<file path="config.mk">
export PLATFORM = sky130hd
export DESIGN_NAME = md5_hash_engine
export DESIGN_NICKNAME = d
export VERILOG_FILES = /design/src/hdl/md5_pkg.sv /design/src/hdl/md5_ctrl.sv /design/src/hdl/md5_datapath.sv /design/src/hdl/md5_hash_engine.sv
export VERILOG_INCLUDE_DIRS = /design/src /design/src/hdl
export SDC_FILE = /design/constraint.sdc
export NUM_CORES = 2
export LEC_CHECK = 0
export BUFFER_PORTS_ARGS = -buffer_cell sky130_fd_sc_hd__buf_2
export CELL_PAD_IN_SITES_DETAIL_PLACEMENT = 0
export CELL_PAD_IN_SITES_GLOBAL_PLACEMENT = 1
export CORE_AREA = 4 4 230 457
export DETAILED_ROUTE_END_ITERATION = 6
export DIE_AREA = 0 0 234 461
export GPL_TIMING_DRIVEN = 0
export PLACE_DENSITY_LB_ADDON = 0.25
export SYNTH_ARGS = -nofsm -noshare
export SYNTH_HDL_FRONTEND = slang
export SYNTH_HIERARCHICAL = 1
export SYNTH_SLANG_ARGS = --single-unit
export TNS_END_PERCENT = 10
</file>
<file path="constraint.sdc">
create_clock -name clk -period 12.4 [get_ports clk]
set_input_delay 0.62 -clock clk [delete_from_list [all_inputs] [get_ports clk]]
set_output_delay 0.62 -clock clk [all_outputs]
set_load 0.02 [all_outputs]
</file>
<file path="src/hdl/assert_macros.svh">
// ----------------------------------------------------------------------------
// assert_macros.svh
// Shared concurrent assertion macros, clocked on clk and held off in rst.
// ----------------------------------------------------------------------------
`ifndef ASSERT_MACROS_SVH
`define ASSERT_MACROS_SVH

// Condition must never hold.
`define ASSERT_NEVER(lbl, expr, msg) \
  lbl: assert property (@(posedge clk) disable iff (rst) !(expr)) else $error(msg);

// Antecedent implies consequent in the same cycle.
`define ASSERT_IMPLIES(lbl, ante, cons, msg) \
  lbl: assert property (@(posedge clk) disable iff (rst) (ante) |-> (cons)) \
    else $error(msg);

// Antecedent implies consequent in the next cycle.
`define ASSERT_NEXT(lbl, ante, cons, msg) \
  lbl: assert property (@(posedge clk) disable iff (rst) (ante) |=> (cons)) \
    else $error(msg);

`endif

</file>
<file path="src/hdl/md5_pkg.sv">
// ----------------------------------------------------------------------------
// md5_pkg
// Types, constants and round tables shared by the MD5 engine modules.
// ----------------------------------------------------------------------------
package md5_pkg;

  // Initial chaining values A..D
  localparam logic [31:0] IV_A = 32'h67452301;
  localparam logic [31:0] IV_B = 32'hefcdab89;
  localparam logic [31:0] IV_C = 32'h98badcfe;
  localparam logic [31:0] IV_D = 32'h10325476;

  // First padding byte
  localparam logic [7:0] PAD_MARK = 8'h80;

  // Byte position facts used by the controller
  localparam logic [5:0] POS_LAST   = 6'd63;
  localparam logic [5:0] POS_BEFORE_LEN = 6'd55;
  localparam logic [1:0] WORD_LAST  = 2'd3;

  // Per-round additive constants
  localparam logic [31:0] ROUND_K [64] = '{
    32'hd76aa478, 32'he8c7b756, 32'h242070db, 32'hc1bdceee,
    32'hf57c0faf, 32'h4787c62a, 32'ha8304613, 32'hfd469501,
    32'h698098d8, 32'h8b44f7af, 32'hffff5bb1, 32'h895cd7be,
    32'h6b901122, 32'hfd987193, 32'ha679438e, 32'h49b40821,
    32'hf61e2562, 32'hc040b340, 32'h265e5a51, 32'he9b6c7aa,
    32'hd62f105d, 32'h02441453, 32'hd8a1e681, 32'he7d3fbc8,
    32'h21e1cde6, 32'hc33707d6, 32'hf4d50d87, 32'h455a14ed,
    32'ha9e3e905, 32'hfcefa3f8, 32'h676f02d9, 32'h8d2a4c8a,
    32'hfffa3942, 32'h8771f681, 32'h6d9d6122, 32'hfde5380c,
    32'ha4beea44, 32'h4bdecfa9, 32'hf6bb4b60, 32'hbebfbc70,
    32'h289b7ec6, 32'heaa127fa, 32'hd4ef3085, 32'h04881d05,
    32'hd9d4d039, 32'he6db99e5, 32'h1fa27cf8, 32'hc4ac5665,
    32'hf4292244, 32'h432aff97, 32'hab9423a7, 32'hfc93a039,
    32'h655b59c3, 32'h8f0ccc92, 32'hffeff47d, 32'h85845dd1,
    32'h6fa87e4f, 32'hfe2ce6e0, 32'ha3014314, 32'h4e0811a1,
    32'hf7537e82, 32'hbd3af235, 32'h2ad7d2bb, 32'heb86d391
  };

  // Rotate amounts, indexed by {round group, round mod 4}
  localparam logic [4:0] ROT_S [16] = '{
    5'd7, 5'd12, 5'd17, 5'd22, 5'd5, 5'd9,  5'd14, 5'd20,
    5'd4, 5'd11, 5'd16, 5'd23, 5'd6, 5'd10, 5'd15, 5'd21
  };

  // Controller states
  typedef enum logic [2:0] {
    ST_IDLE,
    ST_PAD_MARK,
    ST_PAD_ZERO,
    ST_PAD_LEN,
    ST_ROUND,
    ST_CHAIN,
    ST_OUTPUT
  } md5_state_t;

  // Source of the byte written into the block buffer
  typedef enum logic [1:0] {
    SRC_DATA,
    SRC_MARK,
    SRC_ZERO,
    SRC_LEN
  } byte_src_t;

  // Controller to datapath commands
  typedef struct packed {
    logic      byte_we;
    byte_src_t byte_src;
    logic      count_len;
    logic      load_work;
    logic      round_en;
    logic      chain_add;
    logic      word_adv;
    logic      restart;
  } md5_cmd_t;

  // Datapath to controller status
  typedef struct packed {
    logic pos_last;
    logic pos_before_len;
    logic round_last;
    logic word_last;
  } md5_sts_t;

  // Message word used by a round
  function automatic logic [3:0] md5_msg_index(input logic [5:0] r);
    logic [3:0] n;
    logic [3:0] idx;
    n = r[3:0];
    unique case (r[5:4])
      2'd0:    idx = n;
      2'd1:    idx = 4'(n * 4'd5 + 4'd1);
      2'd2:    idx = 4'(n * 4'd3 + 4'd5);
      default: idx = 4'(n * 4'd7);
    endcase
    return idx;
  endfunction

endpackage

</file>
<file path="src/hdl/md5_ctrl.sv">
// ----------------------------------------------------------------------------
// md5_ctrl
// Sequencer: byte intake, padding, round run, chaining add, digest readout.
// ----------------------------------------------------------------------------
module md5_ctrl import md5_pkg::*; (
  input  logic     clk,
  input  logic     rst,
  input  logic     in_valid,
  input  logic     has_byte,
  input  logic     end_of_message,
  output logic     in_ready,
  output logic     out_valid,
  input  logic     out_ready,
  input  md5_sts_t sts,
  output md5_cmd_t cmd
);

  md5_state_t state, state_next;
  md5_state_t ret_state, ret_state_next;

  // State registers
  always_ff @(posedge clk) begin
    if (rst) begin
      state     <= ST_IDLE;
      ret_state <= ST_IDLE;
    end else begin
      state     <= state_next;
      ret_state <= ret_state_next;
    end
  end

  // Next state; ret_state says where to go after a block is compressed
  always_comb begin
    state_next     = state;
    ret_state_next = ret_state;
    unique case (state)
      ST_IDLE: begin
        if (in_valid) begin
          if (has_byte && sts.pos_last) begin
            state_next     = ST_ROUND;
            ret_state_next = end_of_message ? ST_PAD_MARK : ST_IDLE;
          end else if (end_of_message) begin
            state_next = ST_PAD_MARK;
          end
        end
      end
      ST_PAD_MARK: begin
        if (sts.pos_last) begin
          state_next     = ST_ROUND;
          ret_state_next = ST_PAD_ZERO;
        end else if (sts.pos_before_len) begin
          state_next = ST_PAD_LEN;
        end else begin
          state_next = ST_PAD_ZERO;
        end
      end
      ST_PAD_ZERO: begin
        if (sts.pos_last) begin
          state_next     = ST_ROUND;
          ret_state_next = ST_PAD_ZERO;
        end else if (sts.pos_before_len) begin
          state_next = ST_PAD_LEN;
        end
      end
      ST_PAD_LEN: begin
        if (sts.pos_last) begin
          state_next     = ST_ROUND;
          ret_state_next = ST_OUTPUT;
        end
      end
      ST_ROUND: begin
        if (sts.round_last) begin
          state_next = ST_CHAIN;
        end
      end
      ST_CHAIN: begin
        state_next = ret_state;
      end
      ST_OUTPUT: begin
        if (out_ready && sts.word_last) begin
          state_next = ST_IDLE;
        end
      end
      default: begin
        state_next = ST_IDLE;
      end
    endcase
  end

  // Commands and handshake outputs
  always_comb begin
    in_ready  = 1'b0;
    out_valid = 1'b0;
    cmd       = '0;
    cmd.byte_src = SRC_DATA;
    unique case (state)
      ST_IDLE: begin
        in_ready      = 1'b1;
        cmd.byte_we   = in_valid && has_byte;
        cmd.count_len = in_valid && has_byte;
        cmd.load_work = in_valid && has_byte && sts.pos_last;
      end
      ST_PAD_MARK: begin
        cmd.byte_we   = 1'b1;
        cmd.byte_src  = SRC_MARK;
        cmd.load_work = sts.pos_last;
      end
      ST_PAD_ZERO: begin
        cmd.byte_we   = 1'b1;
        cmd.byte_src  = SRC_ZERO;
        cmd.load_work = sts.pos_last;
      end
      ST_PAD_LEN: begin
        cmd.byte_we   = 1'b1;
        cmd.byte_src  = SRC_LEN;
        cmd.load_work = sts.pos_last;
      end
      ST_ROUND: begin
        cmd.round_en = 1'b1;
      end
      ST_CHAIN: begin
        cmd.chain_add = 1'b1;
      end
      ST_OUTPUT: begin
        out_valid    = 1'b1;
        cmd.word_adv = out_ready;
        cmd.restart  = out_ready && sts.word_last;
      end
      default: begin
        in_ready = 1'b0;
      end
    endcase
  end

endmodule

</file>
<file path="src/hdl/md5_datapath.sv">
// ----------------------------------------------------------------------------
// md5_datapath
// Block buffer, length counter, round unit, chaining words and digest mux.
// ----------------------------------------------------------------------------
module md5_datapath import md5_pkg::*; (
  input  logic        clk,
  input  logic        rst,
  input  logic [7:0]  data_byte,
  input  md5_cmd_t    cmd,
  output md5_sts_t    sts,
  output logic [31:0] digest_word,
  output logic [1:0]  word_index,
  output logic        last_word
);

  logic [31:0] blk [16];
  logic [31:0] chain [4];
  logic [31:0] work [4];
  logic [5:0]  byte_pos;
  logic [63:0] bit_length;
  logic [5:0]  round_cnt;
  logic [1:0]  word_idx;

  logic [7:0]  wr_byte;
  logic [31:0] f_val;
  logic [31:0] t_sum;
  logic [4:0]  rot;
  logic [31:0] rot_val;

  // Select the byte to store
  always_comb begin
    case (cmd.byte_src)
      SRC_DATA: wr_byte = data_byte;
      SRC_MARK: wr_byte = PAD_MARK;
      SRC_ZERO: wr_byte = 8'h00;
      default:  wr_byte = bit_length[{byte_pos[2:0], 3'b000} +: 8];
    endcase
  end

  // Store bytes little-endian into the block buffer
  always_ff @(posedge clk) begin
    if (cmd.byte_we) begin
      blk[byte_pos[5:2]][{byte_pos[1:0], 3'b000} +: 8] <= wr_byte;
    end
  end

  // Advance byte position and message length
  always_ff @(posedge clk) begin
    if (rst) begin
      byte_pos   <= '0;
      bit_length <= '0;
    end else begin
      if (cmd.byte_we) begin
        byte_pos <= byte_pos + 6'd1;
      end
      if (cmd.restart) begin
        bit_length <= '0;
      end else if (cmd.count_len) begin
        bit_length <= bit_length + 64'd8;
      end
    end
  end

  // Round function
  always_comb begin
    case (round_cnt[5:4])
      2'd0:    f_val = (work[1] & work[2]) | (~work[1] & work[3]);
      2'd1:    f_val = (work[3] & work[1]) | (~work[3] & work[2]);
      2'd2:    f_val = work[1] ^ work[2] ^ work[3];
      default: f_val = work[2] ^ (work[1] | ~work[3]);
    endcase
    t_sum   = f_val + work[0] + ROUND_K[round_cnt] + blk[md5_msg_index(round_cnt)];
    rot     = ROT_S[{round_cnt[5:4], round_cnt[1:0]}];
    rot_val = (t_sum << rot) | (t_sum >> (6'd32 - {1'b0, rot}));
  end

  // Working registers: load from chain, then one round a cycle
  always_ff @(posedge clk) begin
    if (rst) begin
      round_cnt <= '0;
      for (int i = 0; i < 4; i++) begin
        work[i] <= '0;
      end
    end else if (cmd.load_work) begin
      round_cnt <= '0;
      for (int i = 0; i < 4; i++) begin
        work[i] <= chain[i];
      end
    end else if (cmd.round_en) begin
      round_cnt <= round_cnt + 6'd1;
      work[0]   <= work[3];
      work[1]   <= work[1] + rot_val;
      work[2]   <= work[1];
      work[3]   <= work[2];
    end
  end

  // Chaining words: fold in each block, restart after readout
  always_ff @(posedge clk) begin
    if (rst || cmd.restart) begin
      chain[0] <= IV_A;
      chain[1] <= IV_B;
      chain[2] <= IV_C;
      chain[3] <= IV_D;
    end else if (cmd.chain_add) begin
      for (int i = 0; i < 4; i++) begin
        chain[i] <= chain[i] + work[i];
      end
    end
  end

  // Digest word counter
  always_ff @(posedge clk) begin
    if (rst) begin
      word_idx <= '0;
    end else if (cmd.word_adv) begin
      word_idx <= word_idx + 2'd1;
    end
  end

  assign digest_word = chain[word_idx];
  assign word_index  = word_idx;
  assign last_word   = (word_idx == WORD_LAST);

  assign sts.pos_last       = (byte_pos == POS_LAST);
  assign sts.pos_before_len = (byte_pos == POS_BEFORE_LEN);
  assign sts.round_last     = (round_cnt == 6'd63);
  assign sts.word_last      = (word_idx == WORD_LAST);

endmodule

</file>
<file path="src/hdl/md5_hash_engine.sv">
// ----------------------------------------------------------------------------
// md5_hash_engine
// MD5 digest over a byte stream, one message byte per input item.
//
// Input channel (in_valid/in_ready): data_byte, has_byte, end_of_message.
// A byte item is taken while in_ready is high. The item that fills a
// 64-byte block starts a compression: 64 rounds, one per cycle, then
// the chaining add, and in_ready stays low through them.
// An item with end_of_message set starts padding: one pad byte per cycle
// (0x80, zero fill, 8 length bytes; 9 to 72 bytes in all), paused while a
// full block is compressed. Then the output channel (out_valid/out_ready)
// gives four items, digest words A..D with word_index 0..3 and last_word
// on D. A stalled receiver holds the current word; no input is taken
// until the last word is accepted, which restarts the engine for the
// next message. An item with neither a byte nor end_of_message is
// accepted and dropped. Reset loads the initial chaining values and
// clears the byte position and message length.
// ----------------------------------------------------------------------------
`include "assert_macros.svh"

module md5_hash_engine import md5_pkg::*; (
  input  logic        clk,
  input  logic        rst,
  input  logic        in_valid,
  output logic        in_ready,
  input  logic [7:0]  data_byte,
  input  logic        has_byte,
  input  logic        end_of_message,
  output logic        out_valid,
  input  logic        out_ready,
  output logic [31:0] digest_word,
  output logic [1:0]  word_index,
  output logic        last_word
);

  md5_cmd_t cmd;
  md5_sts_t sts;

  // Sequencer
  md5_ctrl u_ctrl (
    .clk            (clk),
    .rst            (rst),
    .in_valid       (in_valid),
    .has_byte       (has_byte),
    .end_of_message (end_of_message),
    .in_ready       (in_ready),
    .out_valid      (out_valid),
    .out_ready      (out_ready),
    .sts            (sts),
    .cmd            (cmd)
  );

  // Datapath
  md5_datapath u_dp (
    .clk         (clk),
    .rst         (rst),
    .data_byte   (data_byte),
    .cmd         (cmd),
    .sts         (sts),
    .digest_word (digest_word),
    .word_index  (word_index),
    .last_word   (last_word)
  );

  // Intake and readout never overlap
  `ASSERT_NEVER(a_no_overlap, in_ready && out_valid, "input and output active together")
  // Rounds run only while intake is closed
  `ASSERT_IMPLIES(a_round_busy, cmd.round_en, !in_ready, "round step while accepting input")
  // Last digest word returns the engine to intake at word A
  `ASSERT_NEXT(a_restart, out_valid && out_ready && last_word,
    in_ready && (word_index == 2'd0), "no clean restart after digest")

endmodule
</file>
==> results.yml <==
outcome:
  violations: "DRC, capacitance limit, slew limit, setup timing"
  run_status: "finished, violations left"
floorplanning:
  rows: 166
  die_w_um: 234
  die_h_um: 461
  start_util_pct: 52.46
  die-area_um2: 107900
  core_um2: 102000
  io_pins: 51
synth:
  synth_area_per_cell_um2: 11.02
  syn_inst: 4855
  synth_area_leaders: "edfxtp_1, mux4_2, ha_1"
  ys_ff_latch: 851
  synth_edf_count: 768
  synth_fp_nets: 5164
  yosysWarnings: 6
  ys.flop_type: "edfxtp_1"
  ys_async_sr_fraction_pct: 0
  synth.distinct_cells: 88
  yosys.area.top_type_share_pct: 43.11
  synth_area_um2: 53500
  ys_seq_area_share_pct: 46.22
  yosysTopAreaCell: "edfxtp_1"
cells_and_area:
  area_delta_synth_final_pct: 10.49
  final_cell_area_um2: 59110
  mostFrequentLayoutCells: "edfxtp_1, nor2_1, nand2_1"
  drive_gt1_share_pct: 12.29
  layout.nets: 5305
  mostFrequentLayoutCell: "edfxtp_1"
  fin_util_pct: 57.96
worst_setup_path:
  endpoint_kind: "flop"
  crit_fanout: 12
  cp.required_ns: 12.86
  slowest_delay_ns: 1.12
  arrival_ns: 13.10
  cpMaxStageDelayCell: "clkbuf_1"
  crit_top_cell: "o21ai_0"
  reg2reg_from: "u_dp/round_cnt[2]$_SDFFE_PP0P_"
  crit_start: "u_dp/round_cnt[2]$_SDFFE_PP0P_"
  crit_path_start_kind: "flop"
  path_class: "reg -> reg"
detailed_routing:
  viasPerCell: 7.051
  vias: 45230
  drt_iter0_markers: 5016
  firstDrtPassIters: 7
  drc_errors: 3
  routedWlPerCell_um: 38.23
  final_antenna_net_count: 0
  finalWirelength_mm: 245.3
global_route:
  globalRouteTotalUtil_pct: 45.65
  grt_max_degree: 57
  grt_overflow: 0
  grt_pass1_vias: 45680
  antenna_found_initial: 13
  grt_first_pass_wirelength_mm: 342.1
sta:
  timing.final.hold_violations: 0
  holdWs_ns: 0.3081
  setup_slack_ns: -0.2369
  setup_viol: 4
  fin_crit_ns: 12.64
  max_freq_ghz: 0.07913
  fin_crit_sh_pct: 101.9
  finClkSkew_ns: 0.04418
  tightest_slew_ns: 1.606
  tns_ns: -0.4091
  slew_headroom_pct: -7.045
  maxSlewViolCount: 14
clocking:
  h-tree-depth: 3
  numCtsBuffers: 76
  cts_buffer_depth: 3
  path_clk_slew_ns: 0.07
  cts_tree: "done"
  clk_latency_ns: 0.72
  root_buffer: "clkbuf_16"
  clock_sinks: 851
run:
  drv_cap: 3
pwr:
  power_density_nw_per_um2: 180.4
  peakVddDrop_v: 0.0001589
  cellLeakagePower_nw: 21.66
min_path:
  hp-start: "end_of_message"
  hp-class: "in -> reg"
placed_design:
  place_congestion: 1.109
  dp_hpwl_mm: 187.3
  postPlaceCellArea_um2: 55590
  port_buffers: 50
==> cell type report <==
cell class                      instances  area (µm²)
Inverter                              236       892.1
Fill cell                            8533       42870
Antenna cell                           12       30.03
Clock buffer                           93        1996
Buffer                                250        1219
Sequential cell                       851       24740
Multi-Input combinational cell       3509       27310
Tap cell                             1344        1682
Timing Repair Buffer                   72       519.2
Clock inverter                         48       720.7
==> logic make-up (layout without fill, tap and decap cells) <==
logic type / Yosys count / after routing / share of synthesized area, %
xor+xnor: 240 / 240 / 3.955
mux: 316 / 316 / 11.00
simple gates: 1382 / 1382 / 11.74
compound gates: 1276 / 1276 / 15.60
buf+inv: 495 / 699 / 3.623
other cells: 0 / 12 / 0
flops: 851 / 851 / 46.22
fa+ha+maj: 295 / 295 / 7.868
==> worst max-delay path, delay by kind of cell (launching register included) <==
kind / cells / cell delay [ns]
xor+xnor: 2 / 1.01
buf+inv: 5 / 2.35
fa+ha+maj: 4 / 1.77
mux: 2 / 0.60
flops: 1 / 0.48
compound gates: 19 / 5.17
simple gates: 5 / 0.99
==> power by group <==
group / internal [mW] / leakage, nW / switching, mW
Clock: 1.41 / 1.30 / 1.17
Combinational: 1.56 / 12.3 / 3.18
Sequential: 3.27 / 8.09 / 0.0671
==> path summary, 6_finish.rpt <==
path | end | slack, ns | cells after the start
max | u_dp/work[1][31]$_SDFFCE_PP0P_ | -0.24 | 37
min | u_ctrl/ret_state[0]$_SDFFE_PP0P_ | 0.31 | 3
max reg2reg | u_dp/work[1][31]$_SDFFCE_PP0P_ | -0.24 | 37
min reg2reg | u_ctrl/ret_state[1]$_SDFFE_PP0P_ | 0.48 | 2
==> routing by layer <==
| metal | wire length [µm] | GRT usage [%] |
|---|---|---|
| met1 | 69190 | 40.77 |
| met5 | 13 | 0.04664 |
| met4 | 35430 | 50.17 |
| met2 | 121600 | 77.13 |
| met3 | 19020 | 12.69 |
==> what timing repair did <==
action,in CTS,in global routing
setup endpoints to repair,32,15
resized for setup,139,104
hold buffers,0,0
buffers inserted,9,4
pin swaps,8,9
==> state kept, by name, indices dropped and copies added (netlist names), named ones only <==
register,count
u_dp/chain,128
u_dp/word_index,2
u_ctrl/ret_state,3
u_dp/work,128
u_dp/byte_pos,6
u_dp/blk,512
u_dp/bit_length,61
u_dp/round_cnt,6
u_ctrl/state,3
==> stage by stage <==
step	cells	setup WS [ns]	power, mW
after floorplan	4855	1.173	6.112
after global placement	6249	-4.982	7.618
after global routing	6406	-0.08662	10.98
final	6415	-0.2369	10.66
after detailed placement	6255	-4.500	7.650
after CTS	6401	0.0006795	10.37
==> cells in the mapped netlist, types with 49 or more instances <==
master,n
nor2b_1,85
dfxtp_1,83
or3_1,49
fa_1,69
nand3_1,86
a21oi_1,349
mux2i_1,80
mux4_2,215
ha_1,226
xor2_1,106
a31oi_1,60
a21o_1,82
xnor2_1,133
nor2_1,486
nand2_1,408
clkbuf_1,183
o21ai_0,272
and3_1,50
a22o_1,124
nor3_1,72
buf_1,53
inv_1,228
edfxtp_1,768
a211oi_1,55
Power figures use the tool's default switching activity.
